[config.mk]
export PLATFORM = sky130hd
export DESIGN_NAME = ps2_scancode_line_editor
export DESIGN_NICKNAME = d
export VERILOG_FILES = /design/src/rtl/psle_pkg.sv /design/src/rtl/psle_front.sv /design/src/rtl/psle_cmdq.sv /design/src/rtl/psle_back.sv /design/src/rtl/ps2_scancode_line_editor.sv
export SDC_FILE = /design/constraint.sdc
export NUM_CORES = 1
export LEC_CHECK = 0
export ABC_AREA = 0
export BUFFER_PORTS_ARGS = -buffer_cell sky130_fd_sc_hd__buf_2
export CORE_AREA = 2 2 320 322
export CTS_CLUSTER_SIZE = 25
export DETAILED_ROUTE_END_ITERATION = 12
export DIE_AREA = 0 0 322 324
export HOLD_SLACK_MARGIN = 0.03
export PLACE_DENSITY_LB_ADDON = 0.15
export SYNTH_ARGS = -nofsm -noshare
export SYNTH_HDL_FRONTEND = slang
export SYNTH_SLANG_ARGS = --single-unit
[constraint.sdc]
create_clock -name clk -period 3.85 [get_ports clk]
set_clock_uncertainty 0.2 [all_clocks]
set_input_delay 0.385 -clock clk [delete_from_list [all_inputs] [get_ports clk]]
set_output_delay 0.385 -clock clk [all_outputs]
set_load 0.05 [all_outputs]
[src/rtl/psle_pkg.sv]
// Shared types, constants and key maps for the scan code line editor.
// Used by psle_front, psle_cmdq, psle_back and the top level; no dependencies.
`default_nettype none

package psle_pkg;

  // Widths of the result fields.
  localparam int PosW  = 7;
  localparam int CharW = 7;
  localparam int KindW = 3;

  // Scan code set 1 bytes of interest.
  localparam logic [7:0] SC_PREFIX     = 8'hE0;
  localparam logic [7:0] SC_LEFT       = 8'h4B;
  localparam logic [7:0] SC_RIGHT      = 8'h4D;
  localparam logic [7:0] SC_LSHIFT     = 8'h2A;
  localparam logic [7:0] SC_RSHIFT     = 8'h36;
  localparam logic [7:0] SC_LSHIFT_BRK = 8'hAA;
  localparam logic [7:0] SC_RSHIFT_BRK = 8'hB6;

  // Control characters from the key maps.
  localparam logic [CharW-1:0] CH_NONE  = 7'h00;
  localparam logic [CharW-1:0] CH_BKSP  = 7'h08;
  localparam logic [CharW-1:0] CH_ENTER = 7'h0A;

  // Result event kinds.
  localparam logic [KindW-1:0] EV_INSERT = 3'd0;
  localparam logic [KindW-1:0] EV_DELETE = 3'd1;
  localparam logic [KindW-1:0] EV_LEFT   = 3'd2;
  localparam logic [KindW-1:0] EV_RIGHT  = 3'd3;
  localparam logic [KindW-1:0] EV_CHAR   = 3'd4;
  localparam logic [KindW-1:0] EV_END    = 3'd5;

  // Edit commands handed from the front to the back.
  typedef enum logic [2:0] {
    OP_LEFT,
    OP_RIGHT,
    OP_BKSP,
    OP_ENTER,
    OP_INSERT
  } cmd_op_t;

  typedef struct packed {
    cmd_op_t          op;
    logic [CharW-1:0] ch;
  } cmd_t;

  // Plain and shifted key maps, indexed by the low seven bits of a make code.
  function automatic logic [CharW-1:0] key_map(input logic [6:0] idx, input logic shifted);
    logic [CharW-1:0] r;
    r = CH_NONE;
    case (idx)
      7'h01: r = 7'h1B;
      7'h02: r = shifted ? 7'h21 : 7'h31;
      7'h03: r = shifted ? 7'h40 : 7'h32;
      7'h04: r = shifted ? 7'h23 : 7'h33;
      7'h05: r = shifted ? 7'h24 : 7'h34;
      7'h06: r = shifted ? 7'h25 : 7'h35;
      7'h07: r = shifted ? 7'h5E : 7'h36;
      7'h08: r = shifted ? 7'h26 : 7'h37;
      7'h09: r = shifted ? 7'h2A : 7'h38;
      7'h0A: r = shifted ? 7'h28 : 7'h39;
      7'h0B: r = shifted ? 7'h29 : 7'h30;
      7'h0C: r = shifted ? 7'h5F : 7'h2D;
      7'h0D: r = shifted ? 7'h2B : 7'h3D;
      7'h0E: r = CH_BKSP;
      7'h0F: r = 7'h09;
      7'h10: r = shifted ? 7'h51 : 7'h71;
      7'h11: r = shifted ? 7'h57 : 7'h77;
      7'h12: r = shifted ? 7'h45 : 7'h65;
      7'h13: r = shifted ? 7'h52 : 7'h72;
      7'h14: r = shifted ? 7'h54 : 7'h74;
      7'h15: r = shifted ? 7'h59 : 7'h79;
      7'h16: r = shifted ? 7'h55 : 7'h75;
      7'h17: r = shifted ? 7'h49 : 7'h69;
      7'h18: r = shifted ? 7'h4F : 7'h6F;
      7'h19: r = shifted ? 7'h50 : 7'h70;
      7'h1A: r = shifted ? 7'h7B : 7'h5B;
      7'h1B: r = shifted ? 7'h7D : 7'h5D;
      7'h1C: r = CH_ENTER;
      7'h1E: r = shifted ? 7'h41 : 7'h61;
      7'h1F: r = shifted ? 7'h53 : 7'h73;
      7'h20: r = shifted ? 7'h44 : 7'h64;
      7'h21: r = shifted ? 7'h46 : 7'h66;
      7'h22: r = shifted ? 7'h47 : 7'h67;
      7'h23: r = shifted ? 7'h48 : 7'h68;
      7'h24: r = shifted ? 7'h4A : 7'h6A;
      7'h25: r = shifted ? 7'h4B : 7'h6B;
      7'h26: r = shifted ? 7'h4C : 7'h6C;
      7'h27: r = shifted ? 7'h3A : 7'h3B;
      7'h28: r = shifted ? 7'h22 : 7'h27;
      7'h29: r = shifted ? 7'h7E : 7'h60;
      7'h2B: r = shifted ? 7'h7C : 7'h5C;
      7'h2C: r = shifted ? 7'h5A : 7'h7A;
      7'h2D: r = shifted ? 7'h58 : 7'h78;
      7'h2E: r = shifted ? 7'h43 : 7'h63;
      7'h2F: r = shifted ? 7'h56 : 7'h76;
      7'h30: r = shifted ? 7'h42 : 7'h62;
      7'h31: r = shifted ? 7'h4E : 7'h6E;
      7'h32: r = shifted ? 7'h4D : 7'h6D;
      7'h33: r = shifted ? 7'h3C : 7'h2C;
      7'h34: r = shifted ? 7'h3E : 7'h2E;
      7'h35: r = shifted ? 7'h3F : 7'h2F;
      7'h37: r = 7'h2A;
      7'h39: r = 7'h20;
      default: r = CH_NONE;
    endcase
    return r;
  endfunction

endpackage

`default_nettype wire

[src/rtl/psle_front.sv]
// Front end: tracks shift and prefix state and turns scan bytes into edit commands.
// Depends on psle_pkg for the scan codes, key maps and command type.
`default_nettype none

module psle_front (
  input  wire logic          clk,
  input  wire logic          rst_n,
  input  wire logic          acc,
  input  wire logic [7:0]    scan_byte,
  output psle_pkg::cmd_t     cmd,
  output logic               cmd_push
);
  import psle_pkg::*;

  logic             shift_r, shift_nxt;
  logic             prefix_r, prefix_nxt;
  logic             has_cmd;
  logic [CharW-1:0] key;

  // Classify the byte and work out the next shift and prefix state.
  always_comb begin
    shift_nxt  = shift_r;
    prefix_nxt = prefix_r;
    has_cmd    = 1'b0;
    cmd.op     = OP_INSERT;
    cmd.ch     = CH_NONE;
    key        = CH_NONE;
    if (scan_byte == SC_PREFIX) begin
      prefix_nxt = 1'b1;
    end else if (prefix_r) begin
      prefix_nxt = 1'b0;
      if (scan_byte == SC_LEFT) begin
        has_cmd = 1'b1;
        cmd.op  = OP_LEFT;
      end else if (scan_byte == SC_RIGHT) begin
        has_cmd = 1'b1;
        cmd.op  = OP_RIGHT;
      end
    end else begin
      if (scan_byte == SC_LSHIFT || scan_byte == SC_RSHIFT) begin
        shift_nxt = 1'b1;
      end
      if (scan_byte == SC_LSHIFT_BRK || scan_byte == SC_RSHIFT_BRK) begin
        shift_nxt = 1'b0;
      end
      if (!scan_byte[7]) begin
        key = key_map(scan_byte[6:0], shift_nxt);
        if (key == CH_BKSP) begin
          has_cmd = 1'b1;
          cmd.op  = OP_BKSP;
        end else if (key == CH_ENTER) begin
          has_cmd = 1'b1;
          cmd.op  = OP_ENTER;
        end else if (key != CH_NONE) begin
          has_cmd = 1'b1;
          cmd.op  = OP_INSERT;
          cmd.ch  = key;
        end
      end
    end
  end

  assign cmd_push = acc && has_cmd;

  // Shift and prefix state advance only on an accepted item.
  always_ff @(posedge clk) begin
    if (!rst_n) begin
      shift_r  <= 1'b0;
      prefix_r <= 1'b0;
    end else if (acc) begin
      shift_r  <= shift_nxt;
      prefix_r <= prefix_nxt;
    end
  end

endmodule

`default_nettype wire

[src/rtl/psle_cmdq.sv]
// Two-entry command queue between the front end and the line back end.
// Depends on psle_pkg for the command type.
`default_nettype none

module psle_cmdq (
  input  wire logic           clk,
  input  wire logic           rst_n,
  input  wire logic           push,
  input  wire psle_pkg::cmd_t push_cmd,
  output logic                full,
  input  wire logic           pop,
  output psle_pkg::cmd_t      head,
  output logic                avail
);
  import psle_pkg::*;

  cmd_t       entry_r [2];
  logic       wp_r, rp_r;
  logic [1:0] cnt_r;
  logic       do_push, do_pop;

  assign full    = (cnt_r == 2'd2);
  assign avail   = (cnt_r != 2'd0);
  assign head    = entry_r[rp_r];
  assign do_push = push && !full;
  assign do_pop  = pop && avail;

  // Pointers and fill count.
  always_ff @(posedge clk) begin
    if (!rst_n) begin
      wp_r  <= 1'b0;
      rp_r  <= 1'b0;
      cnt_r <= 2'd0;
    end else begin
      if (do_push) begin
        wp_r <= ~wp_r;
      end
      if (do_pop) begin
        rp_r <= ~rp_r;
      end
      case ({do_push, do_pop})
        2'b10:   cnt_r <= cnt_r + 2'd1;
        2'b01:   cnt_r <= cnt_r - 2'd1;
        default: cnt_r <= cnt_r;
      endcase
    end
  end

  // Entry storage.
  always_ff @(posedge clk) begin
    if (do_push) begin
      entry_r[wp_r] <= push_cmd;
    end
  end

endmodule

`default_nettype wire

[src/rtl/psle_back.sv]
// Back end: owns the line memory, cursor and length, and carries out edit commands.
// Depends on psle_pkg for the command type, event kinds and field widths.
`default_nettype none

module psle_back #(
  parameter int LINE_CAPACITY = 64
) (
  input  wire logic                        clk,
  input  wire logic                        rst_n,
  input  wire psle_pkg::cmd_t              cmd,
  input  wire logic                        cmd_avail,
  output logic                             cmd_pop,
  output logic                             out_empty,
  input  wire logic                        out_pop,
  output logic [psle_pkg::KindW-1:0]       out_event_kind,
  output logic [psle_pkg::CharW-1:0]       out_char_code,
  output logic [psle_pkg::PosW-1:0]        out_cursor_pos,
  output logic [psle_pkg::PosW-1:0]        out_line_len,
  output logic                             out_last
);
  import psle_pkg::*;

  localparam int AW = $clog2(LINE_CAPACITY);
  localparam logic [AW-1:0] LAST_IDX = AW'(LINE_CAPACITY - 1);

  typedef enum logic [2:0] {
    S_IDLE,
    S_SHIFT,
    S_DRAIN,
    S_PUT,
    S_RESULT,
    S_EMIT,
    S_END
  } state_t;

  state_t           state_r, state_nxt;
  logic [AW-1:0]    len_r, len_nxt;
  logic [AW-1:0]    cur_r, cur_nxt;
  logic [AW-1:0]    rd_r, rd_nxt;
  logic [AW-1:0]    stop_r, stop_nxt;
  logic [AW-1:0]    cnt_r, cnt_nxt;
  logic             up_r, up_nxt;
  logic             wpend_r, wpend_nxt;
  logic [AW-1:0]    wpa_r, wpa_nxt;
  logic [CharW-1:0] ch_r, ch_nxt;
  logic [KindW-1:0] kind_r, kind_nxt;

  logic             ov_r, ov_nxt;
  logic [KindW-1:0] ok_r, ok_nxt;
  logic [CharW-1:0] oc_r, oc_nxt;
  logic [PosW-1:0]  opos_r, opos_nxt;
  logic [PosW-1:0]  olen_r, olen_nxt;
  logic             olast_r, olast_nxt;

  logic [CharW-1:0] line_mem [LINE_CAPACITY];
  logic [CharW-1:0] rdata_r;
  logic             rd_en;
  logic [AW-1:0]    rd_addr;
  logic             mem_we;
  logic [AW-1:0]    mem_wa;
  logic [CharW-1:0] mem_wd;
  logic             out_ok;
  logic [PosW-1:0]  cur_ext, len_ext;

  assign out_ok  = !ov_r || out_pop;
  assign cur_ext = {{(PosW-AW){1'b0}}, cur_r};
  assign len_ext = {{(PosW-AW){1'b0}}, len_r};

  // Command sequencer and output register next-state logic.
  always_comb begin
    state_nxt = state_r;
    len_nxt   = len_r;
    cur_nxt   = cur_r;
    rd_nxt    = rd_r;
    stop_nxt  = stop_r;
    cnt_nxt   = cnt_r;
    up_nxt    = up_r;
    wpend_nxt = 1'b0;
    wpa_nxt   = wpa_r;
    ch_nxt    = ch_r;
    kind_nxt  = kind_r;
    ov_nxt    = ov_r && !out_pop;
    ok_nxt    = ok_r;
    oc_nxt    = oc_r;
    opos_nxt  = opos_r;
    olen_nxt  = olen_r;
    olast_nxt = olast_r;
    cmd_pop   = 1'b0;
    rd_en     = 1'b0;
    rd_addr   = rd_r;
    mem_we    = wpend_r;
    mem_wa    = wpa_r;
    mem_wd    = rdata_r;

    case (state_r)
      S_IDLE: begin
        if (cmd_avail) begin
          cmd_pop = 1'b1;
          ch_nxt  = CH_NONE;
          case (cmd.op)
            OP_LEFT: begin
              if (cur_r != '0) begin
                cur_nxt   = cur_r - 1'b1;
                kind_nxt  = EV_LEFT;
                state_nxt = S_RESULT;
              end
            end
            OP_RIGHT: begin
              if (cur_r < len_r) begin
                cur_nxt   = cur_r + 1'b1;
                kind_nxt  = EV_RIGHT;
                state_nxt = S_RESULT;
              end
            end
            OP_BKSP: begin
              // Pull the tail one place left, over the deleted character.
              if (cur_r != '0) begin
                cur_nxt  = cur_r - 1'b1;
                len_nxt  = len_r - 1'b1;
                kind_nxt = EV_DELETE;
                rd_nxt   = cur_r;
                stop_nxt = len_r - 1'b1;
                up_nxt   = 1'b0;
                state_nxt = (cur_r < len_r) ? S_SHIFT : S_RESULT;
              end
            end
            OP_ENTER: begin
              len_nxt = '0;
              cur_nxt = '0;
              cnt_nxt = len_r;
              rd_nxt  = '0;
              if (len_r == '0) begin
                state_nxt = S_END;
              end else begin
                rd_en     = 1'b1;
                rd_addr   = '0;
                state_nxt = S_EMIT;
              end
            end
            OP_INSERT: begin
              // Push the tail one place right, then write the new character.
              if (len_r < LAST_IDX) begin
                kind_nxt  = EV_INSERT;
                ch_nxt    = cmd.ch;
                stop_nxt  = cur_r;
                rd_nxt    = len_r - 1'b1;
                up_nxt    = 1'b1;
                len_nxt   = len_r + 1'b1;
                cur_nxt   = cur_r + 1'b1;
                state_nxt = (len_r == cur_r) ? S_PUT : S_SHIFT;
              end
            end
            default: state_nxt = S_IDLE;
          endcase
        end
      end
      S_SHIFT: begin
        // Read one entry a cycle; each write lands in the cycle after its read.
        rd_en     = 1'b1;
        rd_addr   = rd_r;
        wpend_nxt = 1'b1;
        wpa_nxt   = up_r ? rd_r + 1'b1 : rd_r - 1'b1;
        if (rd_r == stop_r) begin
          state_nxt = S_DRAIN;
        end else begin
          rd_nxt = up_r ? rd_r - 1'b1 : rd_r + 1'b1;
        end
      end
      S_DRAIN: begin
        state_nxt = up_r ? S_PUT : S_RESULT;
      end
      S_PUT: begin
        mem_we    = 1'b1;
        mem_wa    = stop_r;
        mem_wd    = ch_r;
        state_nxt = S_RESULT;
      end
      S_RESULT: begin
        if (out_ok) begin
          ov_nxt    = 1'b1;
          ok_nxt    = kind_r;
          oc_nxt    = ch_r;
          opos_nxt  = cur_ext;
          olen_nxt  = len_ext;
          olast_nxt = 1'b1;
          state_nxt = S_IDLE;
        end
      end
      S_EMIT: begin
        // Read data holds until the next read, so a stall just waits here.
        if (out_ok) begin
          ov_nxt    = 1'b1;
          ok_nxt    = EV_CHAR;
          oc_nxt    = rdata_r;
          opos_nxt  = cur_ext;
          olen_nxt  = len_ext;
          olast_nxt = 1'b0;
          if (rd_r + 1'b1 == cnt_r) begin
            state_nxt = S_END;
          end else begin
            rd_en   = 1'b1;
            rd_addr = rd_r + 1'b1;
            rd_nxt  = rd_r + 1'b1;
          end
        end
      end
      S_END: begin
        if (out_ok) begin
          ov_nxt    = 1'b1;
          ok_nxt    = EV_END;
          oc_nxt    = CH_NONE;
          opos_nxt  = cur_ext;
          olen_nxt  = len_ext;
          olast_nxt = 1'b1;
          state_nxt = S_IDLE;
        end
      end
      default: state_nxt = S_IDLE;
    endcase
  end

  // State and registered outputs.
  always_ff @(posedge clk) begin
    if (!rst_n) begin
      state_r <= S_IDLE;
      len_r   <= '0;
      cur_r   <= '0;
      wpend_r <= 1'b0;
      ov_r    <= 1'b0;
    end else begin
      state_r <= state_nxt;
      len_r   <= len_nxt;
      cur_r   <= cur_nxt;
      wpend_r <= wpend_nxt;
      ov_r    <= ov_nxt;
    end
    rd_r    <= rd_nxt;
    stop_r  <= stop_nxt;
    cnt_r   <= cnt_nxt;
    up_r    <= up_nxt;
    wpa_r   <= wpa_nxt;
    ch_r    <= ch_nxt;
    kind_r  <= kind_nxt;
    ok_r    <= ok_nxt;
    oc_r    <= oc_nxt;
    opos_r  <= opos_nxt;
    olen_r  <= olen_nxt;
    olast_r <= olast_nxt;
  end

  // Line memory: one write and one registered read per cycle.
  always_ff @(posedge clk) begin
    if (mem_we) begin
      line_mem[mem_wa] <= mem_wd;
    end
    if (rd_en) begin
      rdata_r <= line_mem[rd_addr];
    end
  end

  assign out_empty      = !ov_r;
  assign out_event_kind = ok_r;
  assign out_char_code  = oc_r;
  assign out_cursor_pos = opos_r;
  assign out_line_len   = olen_r;
  assign out_last       = olast_r;

endmodule

`default_nettype wire

[src/rtl/ps2_scancode_line_editor.sv]
// Top level of the scan code set 1 line editor.
// Instantiates psle_front, psle_cmdq and psle_back; depends on psle_pkg.
//
//   Channel   Handshake              Payload
//   -------   --------------------   ------------------------------------------------
//   input     in_push / in_full      in_scan_byte
//   result    out_pop / out_empty    out_event_kind, out_char_code, out_cursor_pos,
//                                    out_line_len, out_last
//
// The front classifies a byte in the cycle it is taken and queues at most one command.
// A cursor move goes straight from idle to its result in the back end, and an edit at
// the line end writes at most the new character first; an insert or delete moves the
// tail one entry a cycle through the line memory, which has a write port and a registered read port.
// Enter sends one result a cycle while the results are popped. Reset clears control
// state only; the line memory is not cleared. A stalled result holds the back end, and
// bytes keep being taken until the two-entry command queue fills.
`default_nettype none

module ps2_scancode_line_editor #(
  parameter int LINE_CAPACITY = 64
) (
  input  wire logic                        clk,
  input  wire logic                        rst_n,
  input  wire logic                        in_push,
  output logic                             in_full,
  input  wire logic [7:0]                  in_scan_byte,
  output logic                             out_empty,
  input  wire logic                        out_pop,
  output logic [psle_pkg::KindW-1:0]       out_event_kind,
  output logic [psle_pkg::CharW-1:0]       out_char_code,
  output logic [psle_pkg::PosW-1:0]        out_cursor_pos,
  output logic [psle_pkg::PosW-1:0]        out_line_len,
  output logic                             out_last
);
  import psle_pkg::*;

  logic acc;
  cmd_t f_cmd;
  logic f_push;
  cmd_t q_head;
  logic q_avail;
  logic q_pop;

  assign acc = in_push && !in_full;

  // Byte classification and shift tracking.
  psle_front u_front (
    .clk       (clk),
    .rst_n     (rst_n),
    .acc       (acc),
    .scan_byte (in_scan_byte),
    .cmd       (f_cmd),
    .cmd_push  (f_push)
  );

  // Decoupling queue.
  psle_cmdq u_cmdq (
    .clk      (clk),
    .rst_n    (rst_n),
    .push     (f_push),
    .push_cmd (f_cmd),
    .full     (in_full),
    .pop      (q_pop),
    .head     (q_head),
    .avail    (q_avail)
  );

  // Line editing and result output.
  psle_back #(
    .LINE_CAPACITY (LINE_CAPACITY)
  ) u_back (
    .clk            (clk),
    .rst_n          (rst_n),
    .cmd            (q_head),
    .cmd_avail      (q_avail),
    .cmd_pop        (q_pop),
    .out_empty      (out_empty),
    .out_pop        (out_pop),
    .out_event_kind (out_event_kind),
    .out_char_code  (out_char_code),
    .out_cursor_pos (out_cursor_pos),
    .out_line_len   (out_line_len),
    .out_last       (out_last)
  );

endmodule

`default_nettype wire

## After elaboration in Yosys (flattened, before gate mapping)

Memories as Yosys holds them, arrays and structs flattened. A register that Yosys moved wholly into a read port is not among the register bits.
Index checks and enable logic that the tools add are counted.

- Bits in registers: 81
- RAM bits: 468
- Input port bits: 12
- Output and inout bits: 27
- Memories kept: 2

- $add $sub $neg: 8
- $lt $le $gt $ge: 2
- Equality and inequality tests: 96
- Multiplexer cells: 153
- Bitwise operators: 4
- Reduce and logical (&&, ||, !) cells: 41

Memory list:

| name | depth | width | rd ports | clocked after Yosys merged registers in | write ports | RTL line | source |
|---|---|---|---|---|---|---|---|
| u_back.line_mem | 64 | 7 | 1 | 1 | 1 | psle_back.sv:55 | `logic [CharW-1:0] line_mem [LINE_CAPACITY];` |
| u_cmdq.entry_r | 2 | 10 | 1 | 1 | 1 | psle_cmdq.sv:17 | `cmd_t entry_r [2];` |

Operators with widths:

| cell | count |
|---|---|
| 7-bit one-hot mux with 53 select lines | 1 |
| 6-bit 2-to-1 mux | 47 |
| 7-bit by 6-bit == test with 1-bit output, second input constant | 23 |
| 7-bit by 5-bit == test with 1-bit output, second input constant | 15 |
| 7-bit 2-to-1 mux | 14 |
| 3-bit 2-to-1 mux | 24 |
| 7-bit by 4-bit == test with 1-bit output, second input constant | 10 |
| 5-bit 2-to-1 mux | 13 |
| 6-bit one-hot mux with 3 select lines | 3 |
| 1-bit 2-to-1 mux | 35 |
| 7-bit by 3-bit == test with 1-bit output, second input constant | 4 |
| 8-bit == test, second input constant | 3 |
| 6-bit one-hot mux with 2 select lines | 2 |
| 6-bit one-hot mux with 4 select lines | 1 |
| 2-bit by 1-bit inequality test with 1-bit output, second input constant | 11 |
| 7-bit one-hot mux with 3 select lines | 1 |
| 10-bit 2-to-1 mux | 2 |
| 6-bit by 1-bit adder with 6-bit output, second input constant | 3 |
| 6-bit == test | 3 |
| 3-bit one-hot mux with 6 select lines | 1 |
| 6-bit by 1-bit subtractor with 6-bit output, second input constant | 3 |
| 8-bit by 6-bit == test with 1-bit output, second input constant | 2 |
| 8-bit by 7-bit == test with 1-bit output, second input constant | 2 |
| 3-bit one-hot mux with 5 select lines | 1 |
| other kinds (40) | 80 |

## Logic depth before layout (Yosys ltp)

Gate-level depths: netlist of the first run.

- Depth after elaboration: 22
- Depth in mapped cells: 17
- Gate-level depth less buffers: 13

## By module

A second synthesis of the first run with hierarchy kept.

- Cell total of the unflattened synthesis: 2135
- Area, all modules: 25647.1 um2

Modules (own cells, without submodules):

| module | instances | cells an instance | area each (um2) |
|---|---|---|---|
| psle_back | 1 | 1819 | 23000.8 |
| psle_front | 1 | 258 | 1675.4 |
| psle_cmdq | 1 | 57 | 957.2 |
| ps2_scancode_line_editor | 1 | 1 | 13.8 |

## Worst setup path after synthesis of the first run

No wires, ideal clock.

- Path kind: register -> register
- Start point: register u_back.rd_r[0]
- End point: register u_back.rdata_r[2] (read register of u_back.line_mem) (data pin)
- Arrival time: 3.406 ns
- Required time: 3.385 ns
- Path slack: -0.022 ns
- Cell stages (with the launch flop): 14
- Cells stage by stage: edfxtp_1 > buf_2 > inv_1 > ha_1 > xor2_1 > a2111oi_4 > a211o_4 > mux2i_1 > buf_2 > buf_1 > nand3_1 > a311oi_1 > nor4_1 > or3_1

- Longest elaborated chain between the ends: 5
- Elaborated cells between the ends (all ways): 11
- Classes of those cells: 1 x add/sub; 1 x eq/ne; 9 x mux

Ends and longest elaborated chain:

| what | RTL line | source |
|---|---|---|
| from (decl) | psle_back.sv:39 | `logic [AW-1:0] rd_r, rd_nxt;` |
| from (signal assigned) | psle_back.sv:237 | `rd_r <= rd_nxt;` |
| 6-bit by 1-bit adder with 6-bit output | psle_back.sv:198, psle_back.sv:202 |  |
| 6-bit == test | psle_back.sv:198 | `if (rd_r + 1'b1 == cnt_r) begin` |
| 1-bit 2-to-1 mux or 6-bit 2-to-1 mux (tied branches) | psle_back.sv:198 |  |
| 1-bit 2-to-1 mux or 6-bit 2-to-1 mux (tied branches) | - |  |
| 1-bit one-hot mux with 3 select lines or 6-bit one-hot mux with 2 select lines (tied branches) | psle_back.sv:95 | `case (state_r)` |
| to (decl) | psle_back.sv:56 | `logic [CharW-1:0] rdata_r;` |

Parallel ways exist; a longest one is shown, timed or not.
A chain may end at the register's enable or synchronous reset.

## Final worst setup path of the first run

- Start point: register u_back.rd_r[1]
- End point: register u_back.rdata_r[6] (read register of u_back.line_mem) (data pin)

The elaborated chain is that of the path after synthesis.

==> metrics.txt, run 1 <==
status=finished, violations left; failing checks=negative setup slack; Worst-Skew Late Latency=0.62 ns; CTS Buf Count=~70; largest net degree at the start of global routing=65; Max Used Layer=met4; # port buffers=36; Psw=7.95 mW; global-route wire length before repair=between 100000 and 150000 microns; Hold Vio Cnt, Final=0; GPL Wtd Cong=0.877; VDD IR-drop max=between 0.2 and 0.3 mV; DIE HEIGHT=around 320 microns; Max Root-Sink Buffers=3; synth top area cells=edfxtp_1, nand2_1, a21oi_1; DRT iter0 DRCs=about 1600; slack of the critical path=-0.119 ns; Initial DRT Pass Iterations=5; CTS HTree Levels=3; Worst path slowest cell=edfxtp_1; die footprint=0.104 sq mm; DRC Markers=0; Worst Tran Pin Value=between 1 and 1.5 ns; kind of critical path=reg2reg; Hold Crit Class=in2reg; CTS tree=built; part of the power in combinational logic=38.9%; Initial Util=around a quarter; worst slack at placement=-0.721 ns; Detail Route Antenna Nets=0; Total Routed Length=between 80000 and 90000 microns; met1 WL=around 39000 microns; CTS Sinks=556; Synth Warn #=0; worst path cell trace=nand3_2 > or3_4 > a2111oi_4 > a211o_4 > buf_6 > mux2_4 > buf_12 > buf_16 > mux2i_1 > a221oi_2 > nor3_1 > nor4_2 > a22o_1; total track usage=16.2%; max-cap viol count=0; Crit path largest cell delay=0.44 ns; P&R area growth vs syn=30.7%; antenna violations before repair=0; post-synthesis register bit count=around 560; Worst Path Max Fanout=6; Die Width=between 300 and 400 microns; Int Pwr=14.4 mW; Power Dens Cells=between 600 and 700 mW/mm^2; Filler cells=between 10000 and 15000; Crit. End Element=register; WL met2=around 40000 microns; EDFF count, synth=around 530; Tcrit/Tclk final=103%; core area=about 0.1 sq mm; Mapped Cells=approximately 2200; layout net count=~2500; area leader, netlist=edfxtp_1; fraction of power spent switching nets=between 30% and 40%; register area share after synthesis=65.6%; startpoint types=register; clk root buf=clkbuf_16; final setup fails=7; ys async rst share=0%; WL/cell=~22 microns; CP required=4.15 ns; Arrival @ worst endpoint=4.27 ns; unrepaired setup endpoints after global routing=yes; clock transition at the registers of the reported paths=0.07 ns; final hold slack=0.0864 ns; Most used DFF post-synth=edfxtp_1; Synth cell types=77; min cycle time layout=between 3 and 4 ns; Slew Limit Fails=0; gr ovfl total=0; Leakage=between 10 and 15 nW; Synth Cell Area=between 0.02 and 0.03 sq mm; vias in the first global route=~19000; via count=roughly 19000; Avg Inst Size Synth=11.7 sq um; layout cells sized above 1=about a quarter; placed wire-length estimate=between 50000 and 60000 microns; register area=0.0165 sq mm; Yosys top cell area share=between 60% and 70%; FP Rows=between 100 and 150; Slew Limit Headroom=roughly a third; Multi-input gate area=approximately 0.0090 sq mm; Vias/cell=roughly 4.9; sequential share of power=33.4%; met3 wire length=approximately 3500 microns; io pins=39; number of diodes=0; fmax=approximately 0.25 GHz; Clk pwr share=roughly 28%
==> timing repair <==
| item | in CTS | in global routing |
|---|---|---|
| hold endpoints to repair | 5 | 0 |
| gates resized for setup | 190 | 63 |
| endpoints found under the setup margin | 7 | 7 |
| pin swaps | 53 | 31 |
| buffers inserted | 33 | 13 |
| gates cloned | 12 | 2 |
| hold buffers | 2 | 0 |
==> path summary, 6_finish.rpt <==
path,start,endpoint,slack (ns),cells past startpoint
min,in_push,u_front.prefix_r,0.09,4
max,u_back.rd_r[1],u_back.rdata_r[6],-0.12,13
max reg2reg,u_back.rd_r[1],u_back.rdata_r[6],-0.12,13
min reg2reg,u_cmdq.rp_r,u_cmdq.rp_r,0.32,2
==> registers in the layout (all words and copies together), names as in the netlist, 7 cells and up, named ones only <==
name,cells
u_back.line_mem,448
u_back.out_char_code,7
u_cmdq.entry_r,20
u_back.rdata_r,7
u_back.ch_r,7
==> cells in the mapped netlist (30+ instances only) <==
cell,n
mux2i_1,39
a31oi_1,58
a21oi_1,151
edfxtp_1,532
o21ai_0,62
nor3_1,50
o22ai_1,30
nor2_1,181
and3_1,48
buf_2,44
nand3_1,74
clkbuf_1,54
nand2_1,424
==> metal layers <==
layer / track usage (%) / up-vias
li1: - / 8632
met1: 22.0 / 9392
met2: 27.1 / 511
met3: 2.08 / 117
met4: 4.76 / 0
met5: 0 / -
==> cell usage in the layout (no fill, tap or decap), types with 15 or more instances in the layout <==
master,n
nor3_1,39
buf_2,36
clkbuf_16,71
inv_1,29
dfxtp_1,24
a31oi_1,41
nor2_1,180
buf_6,16
nand2_2,18
buf_4,263
o22ai_1,15
nand2_1,405
a21o_1,18
and2_1,15
mux2i_1,30
edfxtp_1,532
a21oi_2,20
clkinv_1,17
nand3_1,70
ha_1,15
o21ai_0,49
a221oi_2,15
buf_12,35
a21oi_1,131
xnor2_1,27
and3_1,35
==> power groups by stage <==
stage / sequential, mW / clock, mW / combinational, mW
5_1_grt: 7.49 / 6.58 / 9.29
3_5_place_dp: 7.58 / 0 / 7.06
4_1_cts: 7.46 / 6.34 / 8.39
3_3_place_gp: 7.58 / 0 / 7.07
6_report: 7.46 / 6.18 / 8.68
2_1_floorplan: 7.75 / 0 / 3.76
==> per-stage QoR <==
stage,power (mW),setup TNS (ns),cell area [sq um],instances,utilization (%)
after CTS,22.2,-0.245,32400,3811,32.0
final,22.3,-0.541,32800,3821,32.5
after detailed placement,14.6,-3.60,28700,3653,28.4
after global routing,23.3,-1.44,32800,3821,32.5
after global placement,14.7,-3.68,28700,3653,28.4
after floorplan,11.5,0,25100,2155,-
==> worst max-delay path, delay by kind of cell (launching register included) <==
family,cells,cell delay (ns)
mux,2,0.56
compound gates,4,1.29
flops,1,0.44
simple gates,4,0.91
buf+inv,3,0.46
==> cells by family (layout without fill, tap and decap cells) <==
kind of cell               count (synthesis)  in the layout  share of synthesized area, %
AOI/OAI and AO/OA                        464            464                          12.0
DFF                                      556            556                          65.6
other                                      1              2                        0.0149
and+or+nand+nor                          869            869                          15.2
buffers and inverters                    166            520                          3.28
xor gates and xnor gates                  35             35                          1.22
muxes                                     46             49                          1.90
adders and majority gates                 17             17                         0.877
==> layout make-up <==
class,instances,area share [%]
sequential,556,50.2
multi-input combinational,1436,27.4
timing repair buffer,369,10.5
clock buffer,84,5.59
tap,1309,4.99
clock inverter,37,0.980
inverter,30,0.343
Note: power is estimated with default switching activity, not from simulation.
==> run 2: changes to the inputs <==
--- a/config.mk
+++ b/config.mk
@@ -7,10 +7,10 @@
 export LEC_CHECK = 0
 export ABC_AREA = 0
 export BUFFER_PORTS_ARGS = -buffer_cell sky130_fd_sc_hd__buf_2
-export CORE_AREA = 2 2 320 322
+export CORE_AREA = 2 2 358 289
 export CTS_CLUSTER_SIZE = 25
 export DETAILED_ROUTE_END_ITERATION = 12
-export DIE_AREA = 0 0 322 324
+export DIE_AREA = 0 0 360 291
 export HOLD_SLACK_MARGIN = 0.03
 export PLACE_DENSITY_LB_ADDON = 0.15
 export SYNTH_ARGS = -nofsm -noshare
==> run 2 against run 1 <==
Compared with the run above: the flow still finishes with violations (negative setup slack); critical path type unchanged; clock-buffer cell count fell by 9; register-to-register slack better by 0.02 ns; die area grew 0.41%; global-route usage decreased by 0.85 points; worst hold slack gained 0.0027 ns; critical path depth rose by 5; via count fell by 0.16%; combinational power barely moved; sequential cell count did not move; power fell by 1.8%; wire length is 3.3% lower; worst setup slack gained 0.017 ns.
==> metrics.txt, run 2 (synthesis gave the netlist of run 1 again) <==
unrepaired setup endpoints after global routing=yes (unchanged); failing checks=negative setup slack (unchanged); kind of critical path=reg2reg (unchanged); Reg2Reg Depth=18 (was 13); # port buffers=36 (unchanged); CTS HTree Levels=2 (was 3); CTS Buf Count=61 (was 68); Crit. End Element=register (unchanged); Detail Route Antenna Nets=0 (unchanged); FP Rows=105 (was 117); CTS tree=built (unchanged); Clk pwr share=26.6% (was 27.7%); WL/cell=21.4 microns (was 22.2 microns); commonest non-fill, non-tap cells in the layout=edfxtp_1, nand2_1, buf_4 (unchanged); max-cap viol count=0 (unchanged); Hold Path Cell Cnt=5 (was 4); sequential share of power=33.9% (was 33.4%); CP required=4.04 ns (was 4.15 ns); layout cells sized above 1=24.9% (was 25.6%); startpoint types=register (unchanged); Int Pwr=14.1 mW (was 14.4 mW); clock transition at the registers of the reported paths=0.07 ns (about the same); Power Dens Cells=672 mW/mm^2 (was 681 mW/mm^2); global-route wire length before repair=122000 microns (was 126000 microns); Reg with most FFs=u_back.line_mem (unchanged); final setup fails=7 (unchanged); final hold slack=0.0891 ns (was 0.0864 ns); Leakage=11.4 nW (was 11.5 nW); layout net count=2480 (was 2490); Initial DRT Pass Iterations=5 (unchanged); fmax=0.253 GHz (was 0.252 GHz); placed wire-length estimate=55100 microns (about the same); DRC Markers=0 (unchanged); fraction of power spent switching nets=35.8% (was 35.6%); Slew Limit Headroom=32.6% (was 33.0%); Tcrit/Tclk final=103% (about the same); P&R area growth vs syn=29.9% (was 30.7%); Hold Vio Cnt, Final=0 (unchanged); worst reg2reg path startpoint=u_back.rd_r[0] (was u_back.rd_r[1]); largest net degree at the start of global routing=65 (unchanged); Reg2Reg Setup Slack=-0.10 ns (was -0.12 ns); worst slack at placement=-0.589 ns (was -0.721 ns); total track usage=15.4% (was 16.2%); Hold Crit Class=in2reg (unchanged); DRT iter0 DRCs=1661 (was 1640); CTS Sinks=556 (unchanged); VDD IR-drop max=0.337 mV (was 0.278 mV); gr ovfl total=0 (unchanged); commonest non-fill, non-tap cell in the layout=edfxtp_1 (unchanged); Worst Path Max Fanout=7 (was 6); slack of the critical path=-0.101 ns (was -0.119 ns); Initial Util=24.7% (was 24.8%); via count=18600 (was 18700); min cycle time layout=3.95 ns (was 3.97 ns); Hold Startpoint=in_scan_byte[7] (was in_push); Worst-Skew Late Latency=0.66 ns (was 0.62 ns); worst r2r dst=u_back.rdata_r[2] (was u_back.rdata_r[6]); die footprint=0.105 sq mm (was 0.104 sq mm); Psw=7.84 mW (was 7.95 mW); max reg flops=448 (unchanged); number of diodes=0 (unchanged); Arrival @ worst endpoint=4.15 ns (was 4.27 ns); DIE HEIGHT=291 microns (was 324 microns); status=finished, violations left (unchanged); biggest regs=u_back.line_mem x448, u_cmdq.entry_r x20 (unchanged); Max Root-Sink Buffers=3 (unchanged); Slew Limit Fails=0 (unchanged); io pins=39 (unchanged); Vias/cell=4.85 (was 4.88); clk root buf=clkbuf_16 (unchanged); Worst Tran Pin Value=1.01 ns (was 1.00 ns); Filler cells=10100 (was 10200); Hold Path Sink=u_front.prefix_r (unchanged); Die Width=360 microns (was 322 microns); Total Routed Length=82200 microns (was 85000 microns); part of the power in combinational logic=39.5% (was 38.9%); antenna violations before repair=2 (was 0); GPL Wtd Cong=0.883 (was 0.877); vias in the first global route=18400 (was 18700); core area=0.102 sq mm (was 0.101 sq mm)
## run 2: through the flow
step	utilization (%)	instance area, sq um	power, mW	setup TNS (ns)	cells
after global placement	28.4	28800	14.7	-3.19	3683
after detailed placement	28.4	28800	14.7	-3.37	3683
after CTS	31.8	32300	21.8	-0.487	3828
after global routing	32.1	32600	23.0	-1.44	3838
final	32.1	32600	21.9	-0.466	3838
after floorplan	-	25100	11.5	0	2155
## run 2: how the worst max path moves through the flow
stage,endpoint,startpoint,cells past startpoint
after floorplan,u_back.rdata_r[2],u_back.rd_r[0],15
after global placement,u_back.rdata_r[0],u_back.rd_r[0],17
after detailed placement,u_back.rdata_r[1],u_back.rd_r[0],14
after CTS,u_back.rdata_r[1],u_back.rd_r[5],12
after global routing,u_back.rdata_r[2],u_back.rd_r[5],14
final,u_back.rdata_r[2],u_back.rd_r[0],18
## run 2: area by class of cell
cell class | instances | area, sq um | area share (%)
multi-input cells | 1434 | 8970 | 27.5
repair buffers | 368 | 3420 | 10.5
flip-flops and latches | 556 | 16500 | 50.5
clock inverters | 38 | 383 | 1.17
inverters | 30 | 113 | 0.345
clock buffers | 75 | 1580 | 4.84
well taps | 1337 | 1670 | 5.13
## run 2: worst max-delay path, cell delays in order, from the launching register on
cell and delay (ns):
edfxtp_1 0.45, ha_2 0.24, nand2b_4 0.14, a21o_1 0.16, a31o_4 0.22, a211o_4 0.39, buf_6 0.14, mux2i_4 0.18
buf_12 0.15, buf_6 0.13, buf_4 0.14, nand2_1 0.05, and3_1 0.16, a311oi_2 0.05, buf_4 0.15, a31oi_4 0.15
a211oi_1 0.09, buf_4 0.16, or3_1 0.33
## run 2: per-layer routing
layer	part of all wire (%)	global-route usage, %	up-vias
li1	-	-	8631
met1	48	22.4	9328
met2	44	23.4	555
met3	6.4	3.00	109
met4	2.0	3.72	0
met5	0	0	-
## run 2: timing repair
item	CTS	global route
setup buffers	28	8
gates resized for setup	206	44
endpoints found under the setup margin	7	7
pin swaps	53	13
gates cloned	7	2
hold endpoints to repair	6	0
hold buffers	3	0
## run 2: power groups by stage
stage          sequential (mW)  clock, mW  combinational (mW)
6_report                  7.43       5.82                8.66
5_1_grt                   7.46       6.20                9.30
4_1_cts                   7.43       5.98                8.38
3_5_place_dp              7.56          0                7.13
3_3_place_gp              7.55          0                7.15
2_1_floorplan             7.75          0                3.76
